==> src/mct_pkg.sv <==
// Package for the match countdown timer control block.
// Holds the item and state types, the mode codes, the timing constants and
// the 24-bit saturation helpers. Depends on nothing.
package mct_pkg;

	localparam logic signed [23:0] MATCH_TIME       = 24'sd120000;
	localparam logic [3:0]         COUNTDOWN_LEDS   = 4'd5;
	localparam logic [9:0]         TICKS_PER_SECOND = 10'd1000;

	localparam logic [3:0]  COUNTDOWN_START = COUNTDOWN_LEDS - 4'd1;
	localparam logic [23:0] ELAPSED_MAX     = 24'hFF_FFFF;
	localparam logic [9:0]  SECTICK_MAX     = 10'h3FF;

	localparam logic signed [25:0] MS_ADD30 = 26'sd30000;
	localparam logic signed [25:0] MS_ADD60 = 26'sd60000;
	localparam logic signed [25:0] MS_SUB15 = -26'sd15000;
	localparam logic signed [25:0] S24_MAX  = 26'sd8388607;
	localparam logic signed [25:0] S24_MIN  = -26'sd8388608;

	typedef enum logic [1:0] {
		MODE_PAUSED    = 2'd0,
		MODE_COUNTDOWN = 2'd1,
		MODE_RUNNING   = 2'd2
	} mode_t;

	typedef enum logic [1:0] {
		LAMP_CLEARED = 2'd0,
		LAMP_COUNT   = 2'd1,
		LAMP_GO      = 2'd2
	} lamp_t;

	typedef struct packed {
		logic start_press;
		logic ir_trigger;
		logic resume_press;
		logic pause_press;
		logic add_thirty_press;
		logic add_sixty_press;
		logic sub_fifteen_press;
	} in_item_t;

	typedef struct packed {
		logic [1:0]         timer_mode;
		logic signed [23:0] display_ms;
		logic [3:0]         led_level;
		logic [1:0]         led_mode;
	} out_item_t;

	typedef struct packed {
		mode_t              mode;
		logic signed [23:0] target;
		logic [23:0]        elapsed;
		logic [9:0]         sec_ticks;
		logic [3:0]         countdown;
		lamp_t              lamp;
	} state_t;

	function automatic logic signed [23:0] sat24(input logic signed [25:0] v);
		logic signed [23:0] r;
		if (v > S24_MAX) begin
			r = S24_MAX[23:0];
		end else if (v < S24_MIN) begin
			r = S24_MIN[23:0];
		end else begin
			r = v[23:0];
		end
		return r;
	endfunction

	function automatic logic signed [23:0] add_sat(input logic signed [23:0] t,
			input logic signed [25:0] d);
		logic signed [25:0] s;
		s = $signed({{2{t[23]}}, t}) + d;
		return sat24(s);
	endfunction

endpackage

==> src/mct_in_if.sv <==
// Input channel of the match countdown timer control block.
// Carries valid, ready and one tick item; depends on mct_pkg.
interface mct_in_if import mct_pkg::*; ();
	logic     valid;
	logic     ready;
	in_item_t data;

	modport source(output valid, output data, input ready);
	modport sink(input valid, input data, output ready);
endinterface

==> src/mct_out_if.sv <==
// Result channel of the match countdown timer control block.
// Carries valid, ready and one result item; depends on mct_pkg.
interface mct_out_if import mct_pkg::*; ();
	logic      valid;
	logic      ready;
	out_item_t data;

	modport source(output valid, output data, input ready);
	modport sink(input valid, input data, output ready);
endinterface

==> src/mct_step.sv <==
// Next-state and result logic for one millisecond tick of the timer control.
// Purely combinational; depends on mct_pkg.
module mct_step import mct_pkg::*; (
	input  in_item_t  item,
	input  state_t    cur,
	output state_t    nxt,
	output out_item_t res
);

	logic signed [25:0] remain;
	logic signed [25:0] remain_end;

	always_comb begin
		nxt = cur;

		if (cur.mode == MODE_RUNNING && cur.elapsed != ELAPSED_MAX) begin
			nxt.elapsed = cur.elapsed + 24'd1;
		end
		if (cur.mode == MODE_COUNTDOWN && cur.sec_ticks != SECTICK_MAX) begin
			nxt.sec_ticks = cur.sec_ticks + 10'd1;
		end

		remain = $signed({{2{cur.target[23]}}, cur.target}) - $signed({2'b00, nxt.elapsed});

		unique case (cur.mode)
			MODE_PAUSED: begin
				if (item.start_press || item.ir_trigger) begin
					nxt.mode      = MODE_COUNTDOWN;
					nxt.sec_ticks = '0;
					nxt.countdown = COUNTDOWN_START;
				end else if (item.resume_press) begin
					nxt.mode    = MODE_RUNNING;
					nxt.elapsed = '0;
				end
			end
			MODE_COUNTDOWN: begin
				if (item.pause_press) begin
					nxt.mode = MODE_PAUSED;
					nxt.lamp = LAMP_CLEARED;
				end else if (cur.countdown == 4'd0) begin
					nxt.mode    = MODE_RUNNING;
					nxt.lamp    = LAMP_GO;
					nxt.elapsed = '0;
				end
			end
			MODE_RUNNING: begin
				if (item.pause_press || remain <= 26'sd0) begin
					nxt.mode   = MODE_PAUSED;
					nxt.lamp   = LAMP_CLEARED;
					nxt.target = sat24(remain);
				end
			end
			default: begin
				nxt.mode = cur.mode;
			end
		endcase

		if (nxt.mode == MODE_COUNTDOWN) begin
			if (nxt.sec_ticks >= TICKS_PER_SECOND) begin
				if (nxt.countdown != 4'd0) begin
					nxt.countdown = nxt.countdown - 4'd1;
				end
				nxt.sec_ticks = '0;
			end
			nxt.lamp = LAMP_COUNT;
		end

		if (item.add_thirty_press) begin
			nxt.target = add_sat(nxt.target, MS_ADD30);
		end
		if (item.add_sixty_press) begin
			nxt.target = add_sat(nxt.target, MS_ADD60);
		end
		if (item.sub_fifteen_press) begin
			nxt.target = add_sat(nxt.target, MS_SUB15);
		end

		remain_end = $signed({{2{nxt.target[23]}}, nxt.target})
			- $signed({2'b00, nxt.elapsed});

		res.timer_mode = nxt.mode;
		res.display_ms = (nxt.mode == MODE_RUNNING) ? sat24(remain_end) : nxt.target;
		res.led_level  = nxt.countdown;
		res.led_mode   = nxt.lamp;
	end

endmodule

==> src/match_countdown_timer_control_top.sv <==
// Top level of the match countdown timer control block.
// Holds the input register, the timer state and the result register around
// mct_step; depends on mct_pkg, mct_in_if and mct_out_if.

// Each accepted item is one millisecond tick and yields exactly one result item. The block
// takes one item per clock cycle while results are taken; an item waits in the input register,
// then its result is loaded into the result register and presented from there.
// The timer state is updated at the edge that loads the result register. A
// stalled result holds both registers, so up to two items are buffered before cmd.ready
// drops. There are no configuration registers; the match time, the LED count and the ticks
// per second are package constants.
module match_countdown_timer_control_top import mct_pkg::*; (
	input logic      clk,
	input logic      arst_n,
	mct_in_if.sink   cmd,
	mct_out_if.source res
);

	in_item_t  item_s1;
	logic      valid_s1;
	out_item_t res_s2;
	logic      valid_s2;
	state_t    state_q;
	state_t    state_nxt;
	out_item_t res_nxt;
	logic      advance;

	assign advance   = !valid_s2 || res.ready;
	assign cmd.ready = !valid_s1 || advance;

	mct_step u_step (
		.item (item_s1),
		.cur  (state_q),
		.nxt  (state_nxt),
		.res  (res_nxt)
	);

	always_ff @(posedge clk or negedge arst_n) begin
		if (!arst_n) begin
			valid_s1 <= 1'b0;
			valid_s2 <= 1'b0;
			state_q.mode      <= MODE_PAUSED;
			state_q.target    <= MATCH_TIME;
			state_q.elapsed   <= '0;
			state_q.sec_ticks <= '0;
			state_q.countdown <= COUNTDOWN_LEDS;
			state_q.lamp      <= LAMP_CLEARED;
		end else begin
			if (cmd.ready) begin
				valid_s1 <= cmd.valid;
			end
			if (advance) begin
				valid_s2 <= valid_s1;
				if (valid_s1) begin
					state_q <= state_nxt;
				end
			end
		end
	end

	always_ff @(posedge clk) begin
		if (cmd.ready && cmd.valid) begin
			item_s1 <= cmd.data;
		end
		if (advance && valid_s1) begin
			res_s2 <= res_nxt;
		end
	end

	assign res.valid = valid_s2;
	assign res.data  = res_s2;

`ifndef ASSERT_OFF
	a_lamp_in_countdown: assert property (@(posedge clk) disable iff (!arst_n)
		state_q.mode == MODE_COUNTDOWN |-> state_q.lamp == LAMP_COUNT)
		else $error("LED mode is not countdown while counting down");

	a_sec_ticks_bound: assert property (@(posedge clk) disable iff (!arst_n)
		state_q.mode == MODE_COUNTDOWN |-> state_q.sec_ticks < TICKS_PER_SECOND)
		else $error("Second tick counter passed its wrap point");

	a_no_run_to_countdown: assert property (@(posedge clk) disable iff (!arst_n)
		state_q.mode == MODE_RUNNING |=> state_q.mode != MODE_COUNTDOWN)
		else $error("Running mode went straight to the start countdown");

	a_state_only_on_advance: assert property (@(posedge clk) disable iff (!arst_n)
		!(advance && valid_s1) |=> $stable(state_q))
		else $error("Timer state changed without an item moving to the result register");
`endif

endmodule

==> src/flat_wrapper.sv <==
// flat-port wrapper written by rule: the top's interface ports become plain ports
module match_countdown_timer_control_top_flat import mct_pkg::*;
  (clk, arst_n, cmd_valid, cmd_data, cmd_ready, res_valid, res_data, res_ready);
  mct_in_if cmd_i ();
  mct_out_if res_i ();
  input logic clk;
  input logic arst_n;
  input wire logic [$bits(cmd_i.valid)-1:0] cmd_valid;
  input wire logic [$bits(cmd_i.data)-1:0] cmd_data;
  output wire logic [$bits(cmd_i.ready)-1:0] cmd_ready;
  output wire logic [$bits(res_i.valid)-1:0] res_valid;
  output wire logic [$bits(res_i.data)-1:0] res_data;
  input wire logic [$bits(res_i.ready)-1:0] res_ready;
  assign cmd_i.valid = cmd_valid;
  assign cmd_i.data = cmd_data;
  assign cmd_ready = cmd_i.ready;
  assign res_valid = res_i.valid;
  assign res_data = res_i.data;
  assign res_i.ready = res_ready;
  match_countdown_timer_control_top u_core (.clk(clk), .arst_n(arst_n), .cmd(cmd_i), .res(res_i));
endmodule
==> config.mk <==
export PLATFORM = sky130hd
export DESIGN_NAME = match_countdown_timer_control_top_flat
export DESIGN_NICKNAME = d
export VERILOG_FILES = /design/src/mct_pkg.sv /design/src/mct_in_if.sv /design/src/mct_out_if.sv /design/src/mct_step.sv /design/src/match_countdown_timer_control_top.sv /design/src/flat_wrapper.sv
export SDC_FILE = /design/constraint.sdc
export NUM_CORES = 1
export LEC_CHECK = 0
export BUFFER_PORTS_ARGS = -buffer_cell sky130_fd_sc_hd__buf_2
export CAP_MARGIN = 20
export CORE_AREA = 4 4 170 172
export CTS_CLUSTER_DIAMETER = 200
export DETAILED_ROUTE_END_ITERATION = 6
export DIE_AREA = 0 0 174 176
export PLACE_DENSITY = 0.74
export SLEW_MARGIN = 20
export SYNTH_ARGS = -nofsm -noshare
export SYNTH_HDL_FRONTEND = slang
export SYNTH_SLANG_ARGS = --single-unit
==> constraint.sdc <==
create_clock -name clk -period 31.1 [get_ports clk]
set_input_delay 1.555 -clock clk [delete_from_list [all_inputs] [get_ports clk]]
set_output_delay 1.555 -clock clk [all_outputs]
set_load 0.05 [all_outputs]
After elaboration in Yosys (flattened, before gate mapping):

Index checks and enable logic that the tools add are counted.
Widths: inputs -> output; s select.

* bits in registers: 107
* bits in latches: 0
* RAM bits: 0
* memory bits (read-only): 0
* bits of input ports: 11
* output and inout bits: 34
* word-level logic and storage cells: 96
* memories: 0

* $add $sub $neg: 8
* multipliers: 0
* div/mod/pow operators: 0
* $lt $le $gt $ge: 12
* eq/ne operators: 6
* shifts and indexed selects: 0
* muxes and demuxes: 37
* bitwise gates (word level): 0
* reductions and logical operators: 14

Operators by type and width (count)
* $mux 24: 20
* $gt 25x24->1 const B: 3
* $lt 25x24->1 const B: 3
* $gt 26x24->1 const B: 2
* $lt 26x24->1 const B: 2
* $sub 24x25->26: 2
* $pmux 24 s2: 1
* $mux 14: 3
* $le 26x1->1 const B: 1
* $mux 26: 1
* $add 24x15->25 const B: 1
* $add 24x16->25 const B: 1
* $add 24x17->25 const B: 1
* $add 24x1->24 const B: 1
* $ne 24x24->1 const B: 1
* $mux 16: 1
* $mux 2: 7
* $add 10x1->10 const B: 1
* $ge 10x10->1 const B: 1
* $mux 10: 1
* $ne 10x10->1 const B: 1
* $pmux 2 s3: 1
* $eq 2x1->1 const B: 2
* $eq 2x2->1 const B: 2
* other kinds (10): 17

Longest topological paths before layout:

Gate-level depths: netlist of the first run.

* word-level depth: 29
* mapped depth: 96
* gate-level depth less buffers: 85

Hierarchy:

Synthesis of the first run repeated with hierarchy kept, for this count alone.

* cell total of the unflattened synthesis: 1722
* area total of the unflattened synthesis: 13626.8 um^2

By module, submodules not included
* mct_step: instances 1, cells an instance 1535, area each 9780.6 um^2, sequential area each 0.0 um^2
* match_countdown_timer_control_top: instances 1, cells an instance 187, area each 3846.2 um^2, sequential area each 2884.0 um^2

Worst setup path before layout of the first run:

OpenSTA, ideal clock, no wires.

* kind: reg2reg
* start: register u_core.state_q[33] in the netlist's numbering
* end: register u_core.res_s2 (netlist bit u_core.res.data[7]) (data pin)
* library setup time: 0.174 ns
* arrival: 17.956 ns
* required time: 30.926 ns
* path slack: 12.970 ns
* stages on the path, launching flop included: 94
* buffers on the path: 11
* clock period less this slack: 18.130 ns
* cell sequence: dfrtp_1 buf_2 nand3_1 nor4_2 buf_4 nand2_1 nand2_1 mux2_2 inv_1 ha_1 nor2b_1 o211ai_1 a21oi_1 o311ai_0 o211a_1 o21ai_1 a31o_1 buf_2 (+58 left out) o21ai_0 a21oi_1 o21ai_0 a21oi_1 o21ai_0 a21oi_1 o21ai_0 a21oi_1 o21ai_0 a21oi_1 nor2b_1 o21ai_0 nand2b_1 a21boi_0 a31o_2 buf_2 nor2_1 a311oi_1

RTL lines
* start: declaration: line match_countdown_timer_control_top.sv:23 `state_t state_q;`
* start signal: assignment: line match_countdown_timer_control_top.sv:55 `state_q <= state_nxt;`
* end signal: assignment: line match_countdown_timer_control_top.sv:66 `res_s2 <= res_nxt;`
* end: declaration: line match_countdown_timer_control_top.sv:21 `out_item_t res_s2;`

==> results of run 1 <==
routing by layer:
metal,track usage,part of all wire,vias to the layer above
met4,0.194,0.069,0
met2,0.531,0.44,965
li1,-,-,7403
met3,0.0537,0.098,204
met1,0.450,0.40,7540
met5,0,0,-
stage by stage:
| step | util | cell area [um2] | setup slack [ns] | hold WS (ns) |
|---|---|---|---|---|
| floorplan | - | 14700 | 12.97 | 0.451 |
| global placement | 0.546 | 15000 | 10.54 | 0.464 |
| detailed placement | 0.546 | 15000 | 9.94 | 0.476 |
| CTS | 0.558 | 15300 | 9.87 | 0.484 |
| global route | 0.558 | 15300 | 7.50 | 0.500 |
| finish | 0.558 | 15300 | 9.18 | 0.484 |
cell families after synthesis:
| group | count (synthesis) | share of synthesized area |
|---|---|---|
| multiplexers | 33 | 0.0238 |
| XOR/XNOR | 107 | 0.0708 |
| flip-flops | 107 | 0.196 |
| AND/OR/NAND/NOR | 758 | 0.261 |
| adder cells (fa/ha/maj) | 61 | 0.0519 |
| AO/OA/AOI/OAI | 700 | 0.340 |
| buffers and inverters | 204 | 0.0565 |
worst max-delay path, delay by kind of cell, from the launching register on:
family,cells,cell delay [ns]
xor gates and xnor gates,2,0.37
AOI/OAI and AO/OA,44,11.31
adders and majority gates,5,1.45
and+or+nand+nor,23,6.93
muxes,2,0.89
buffers and inverters,2,0.15
DFF,1,0.60
cell type report:
class | count | area [um2]
Clock inverter | 6 | 96.3
Timing Repair Buffer | 63 | 363
Tap cell | 346 | 433
Clock buffer | 10 | 229
Antenna cell | 1 | 2.50
Fill cell | 2648 | 12100
Sequential cell | 107 | 2880
Inverter | 86 | 323
Multi-Input combinational cell | 1659 | 11000
registers in the layout (all words and copies together) (netlist names):
name / cells
u_core.valid_s1: 1
u_core.item_s1: 7
u_core.res.valid: 1
u_core.res.data: 32
u_core.state_q: 66
path summary, 6_finish.rpt:
path                                    start             endpoint  slack, ns
max                        u_core.state_q[23]  u_core.res.data[27]       9.18
min                         u_core.state_q[2]    u_core.state_q[2]       0.48
max reg2reg                u_core.state_q[23]  u_core.res.data[27]       9.18
min reg2reg                 u_core.state_q[2]    u_core.state_q[2]       0.48
max in group asynchronous              arst_n   u_core.state_q[27]      29.14
min in group asynchronous              arst_n    u_core.state_q[1]       1.40
Yosys cell counts (10+ instances only):
library cell / count
and3_1: 29
a31oi_1: 49
clkbuf_1: 76
o21ai_1: 13
o21ai_0: 146
and2_1: 33
a221oi_1: 11
a22oi_1: 10
nand4_1: 32
xor2_1: 29
o211a_1: 10
nand3_1: 66
nor2b_1: 13
nor4_1: 14
mux2i_1: 17
ha_1: 51
a211o_1: 17
a21oi_1: 115
a2bb2oi_1: 14
buf_2: 29
o2111ai_1: 17
o21a_1: 18
or2_2: 14
nor3_1: 57
nand2b_1: 30
edfxtp_1: 39
o211ai_1: 31
nor2_1: 163
a21o_1: 22
mux2_2: 16
dfrtp_1: 59
a31o_2: 11
nand2_1: 225
or3_1: 17
o31ai_1: 21
a211oi_1: 28
a311oi_1: 12
inv_1: 84
o22ai_1: 14
and4_1: 10
xnor2_1: 70
==> flow_metrics.env, run 1 <==
export IMPL_layout_common_cells="224 x nand2_1, 163 x nor2_1, 145 x o21ai_0"
export IMPL_cp_max_fo=18
export IMPL_post_cts_setup_buffers=0
export IMPL_die_width_um=174
export IMPL_grt_max_degree=84
export IMPL_vias=16100
export IMPL_synth_edff_count=39
export IMPL_synth_distinct_cells=116
export IMPL_wirelength_mm=53.7
export IMPL_slew_headroom=0.234
export IMPL_cts_sinks=107
export IMPL_wire_per_inst_um=23.6
export IMPL_required_ns=31.25
export IMPL_initial_core_util=0.535
export IMPL_final_common_cell="nand2_1"
export IMPL_cts_tree="built"
export IMPL_period_minus_slack_ns=21.92
export IMPL_grt_pass1_vias=14800
export IMPL_synth_avg_cell_area_um2=7.46
export IMPL_status="completed"
export IMPL_viasPerCell=7.07
export IMPL_antenna_found_initial=0
export IMPL_route_detailed_drc=0
export IMPL_async_flop_share=0.636
export IMPL_fp_coreArea_um2=27500
export IMPL_cts_buffers=9
export IMPL_ioPinCount=45
export IMPL_drv_cap=0
export IMPL_syn_nets=2034
export IMPL_cts_path_max_buffers=2
export IMPL_gpl_final_weighted_congestion=1.01
export IMPL_synth_seq_area_share=0.196
export IMPL_cpMostUsedCell="o21ai_0"
export IMPL_fin_skew_ns=0.0140
export IMPL_hold_viol_final=0
export IMPL_grt_setup_unrepaired="false"
export IMPL_synthFlopType="dfrtp_1"
export IMPL_drtAntennaViolNets=0
export IMPL_yosys_register_bits=107
export IMPL_clk_pin_slew_ns=0.07
export IMPL_synthDominantCellAreaShare=0.100
export IMPL_cp_start_kind="flop"
export IMPL_cts_resized_gates=0
export IMPL_fp_row_count=61
export IMPL_slowest_stage="or4b_1"
export IMPL_htreeDepth=3
export IMPL_synth_area_top_cells="dfrtp_1 10%, edfxtp_1 8.0%, nand2_1 5.7%"
export IMPL_syn2layout_area_growth_pct=4.33
export IMPL_grt_overflow_total=0
export IMPL_fp_dieArea_um2=30600
export IMPL_fmax_mhz=45.6
export IMPL_portBuffers=44
export IMPL_fin_nets=1990
export IMPL_end_kind="flop"
export IMPL_fin_crit_sh=0.705
export IMPL_synth_largest_area_cell="dfrtp_1"
export IMPL_crit_type="flop to flop"
export IMPL_fin_setup_tns_ns=0
export IMPL_dp_cells=2261
export IMPL_grt_usage=0.340
export IMPL_rr_worst_depth=78
export IMPL_netlist_instances=1970
export IMPL_dr_pass1_iters=6
export IMPL_cts_root_buf="clkbuf_16"
export IMPL_hold_path_class="flop to flop"
export IMPL_instances_no_fill=2278
export IMPL_die_y_um=176
export IMPL_place_hpwl_mm=41.5
export IMPL_hold_depth=2
export IMPL_drive_gt1_frac=0.0989
export IMPL_postCtsHoldBufs=0
export IMPL_setup_viol=0
export IMPL_crit_arrival_ns=22.07
export IMPL_worst_slew_pin_slew_ns=1.13
export IMPL_finalMaxSlewViolations=0
export IMPL_insertion_delay_ns=0.36
export IMPL_synth_warnings=0
export IMPL_grt_pass1_wl_mm=84.1
export IMPL_syn_area_um2=14700
export IMPL_drt_iter0_drc=1862
export IMPL_max_stage_delay_ns=0.70
Power of run 1 is not shown: default switching activity piles up to over one toggle a cycle in this logic, so the estimate is an artifact.
==> run 2, diff against run 1 <==
--- a/config.mk
+++ b/config.mk
@@ -11,7 +11,7 @@
 export CTS_CLUSTER_DIAMETER = 200
 export DETAILED_ROUTE_END_ITERATION = 6
 export DIE_AREA = 0 0 174 176
-export PLACE_DENSITY = 0.74
+export PLACE_DENSITY = 0.77
 export SLEW_MARGIN = 20
 export SYNTH_ARGS = -nofsm -noshare
 export SYNTH_HDL_FRONTEND = slang
==> constraint.sdc (replaced) <==
create_clock -name clk -period 18.6 [get_ports clk]
set_input_delay 0.93 -clock clk [delete_from_list [all_inputs] [get_ports clk]]
set_output_delay 0.93 -clock clk [all_outputs]
set_load 0.05 [all_outputs]
==> flow_metrics.env, run 2 (same netlist as run 1, synthesis figures left out) <==
export IMPL_crit_type="flop to flop"
export IMPL_grt_use_met3=0.0501
export IMPL_fin_crit_sh=0.941
export IMPL_largest_register_ffs=66
export IMPL_gpl_final_weighted_congestion=1.06
export IMPL_final_common_cell="nand2_1"
export IMPL_drv_cap=0
export IMPL_portBuffers=44
export IMPL_fp_row_count=61
export IMPL_place_hpwl_mm=43.1
export IMPL_grt_max_degree=84
export IMPL_crit_arrival_ns=17.65
export IMPL_drive_gt1_frac=0.147
export IMPL_grt_overflow_total=0
export IMPL_grt_pass1_vias=14800
export IMPL_busiest_layer="met2"
export IMPL_dp_cells=2306
export IMPL_die_width_um=174
export IMPL_viasPerCell=7.06
export IMPL_hold_slack_ns=0.491
export IMPL_finalMaxSlewViolations=0
export IMPL_fill_cells=2546
export IMPL_setup_viol=0
export IMPL_wire_per_inst_um=23.8
export IMPL_hold_viol_final=0
export IMPL_end_kind="flop"
export IMPL_layout_common_cells="223 x nand2_1, 161 x nor2_1, 137 x o21ai_0"
export IMPL_slew_headroom=0.212
export IMPL_cts_path_max_buffers=2
export IMPL_use_met2=0.555
export IMPL_startpoint="u_core.state_q[32]"
export IMPL_max_flop_register="u_core.state_q"
export IMPL_cpMostUsedCell="o21ai_0"
export IMPL_antenna_cells=0
export IMPL_dr_pass1_iters=6
export IMPL_hold_start="u_core.state_q[4]"
export IMPL_grt_pass1_wl_mm=84.9
export IMPL_route_detailed_drc=0
export IMPL_worst_slew_pin_slew_ns=1.18
export IMPL_cts_buffers=9
export IMPL_drt_iter0_drc=2074
export IMPL_r2r_end="u_core.res.data[14]"
export IMPL_required_ns=18.75
export IMPL_cts_sinks=107
export IMPL_antenna_found_initial=0
export IMPL_drtAntennaViolNets=0
export IMPL_cts_tree="built"
export IMPL_ioPinCount=45
export IMPL_met1_usage=0.456
export IMPL_syn2layout_area_growth_pct=8.77
export IMPL_rrSetupSlack_ns=1.10
export IMPL_die_y_um=176
export IMPL_vias=16500
export IMPL_cp_start_kind="flop"
export IMPL_status="completed"
export IMPL_wirelength_mm=55.6
export IMPL_fp_coreArea_um2=27500
export IMPL_instances_no_fill=2339
export IMPL_initial_core_util=0.535
export IMPL_cp_max_fo=10
export IMPL_fmax_mhz=57.1
export IMPL_fp_dieArea_um2=30600
export IMPL_worst_hold_path_endpoint="u_core.state_q[4]"
export IMPL_fin_skew_ns=0.0137
export IMPL_dp_slack_ns=0.0346
export IMPL_hold_depth=2
export IMPL_clk_pin_slew_ns=0.07
export IMPL_finalWorstSetupSlack_ns=1.10
export IMPL_htreeDepth=3
export IMPL_insertion_delay_ns=0.35
export IMPL_cts_root_buf="clkbuf_16"
export IMPL_rr_worst_depth=81
export IMPL_max_stage_delay_ns=0.60
export IMPL_postCtsHoldBufs=0
export IMPL_grt_usage=0.344
export IMPL_fin_nets=2052
export IMPL_worstReg2RegStart="u_core.state_q[32]"
export IMPL_period_minus_slack_ns=17.50
export IMPL_hold_path_class="flop to flop"
export IMPL_slowest_stage="or4_4"
==> run 2: worst max path at each step <==
stage                          end  slack (ns)  cells after the start
5_1_grt        u_core.res.data[14]       -0.15                     81
4_1_cts        u_core.res.data[27]        0.06                     78
3_5_place_dp    u_core.res.data[7]        0.03                     78
6_report       u_core.res.data[14]        1.10                     81
2_1_floorplan   u_core.res.data[7]        0.47                     93
3_3_place_gp    u_core.res.data[6]        0.49                     78
==> run 2: repair_timing <==
| action | 4_1_cts | 5_1_grt |
|---|---|---|
| pin swaps | 0 | 17 |
| buffers inserted | 0 | 17 |
| endpoints found under the setup margin | 10 | 24 |
| gates resized for setup | 2 | 60 |
==> run 2: layer usage <==
metal  part of all wire  routed length (um)  vias to the layer above
met1               0.40               22100                     7761
met3              0.097                5390                      207
met5                  0                   0                        -
met4              0.059                3270                        0
li1                   -                   -                     7538
met2               0.45               24800                      998
==> run 2: layout make-up <==
| type | instances | area [um2] | area share |
|---|---|---|---|
| inverter | 86 | 323 | 0.0202 |
| tap | 346 | 433 | 0.0271 |
| multi-input combinational | 1659 | 11200 | 0.703 |
| timing repair buffer | 125 | 828 | 0.0518 |
| sequential | 107 | 2890 | 0.181 |
| clock inverter | 5 | 38.8 | 0.00243 |
| clock buffer | 11 | 233 | 0.0146 |
==> run 2: critical path, delay by kind of cell, from the launching register on <==
| kind | cells | cell delay, ns |
|---|---|---|
| xor gates and xnor gates | 2 | 0.40 |
| and+or+nand+nor | 24 | 4.92 |
| muxes | 1 | 0.23 |
| buffers and inverters | 5 | 0.60 |
| adders and majority gates | 7 | 1.95 |
| AOI/OAI and AO/OA | 42 | 8.67 |
| DFF | 1 | 0.44 |
==> run 2: per-stage QoR <==
stage / TNS [ns] / util / area, um2
floorplan: 0 / - / 14700
global placement: 0 / 0.558 / 15300
detailed placement: 0 / 0.558 / 15300
CTS: 0 / 0.568 / 15600
global route: -1.11 / 0.582 / 16000
finish: 0 / 0.582 / 16000
Power of run 2 is left out for the same reason.
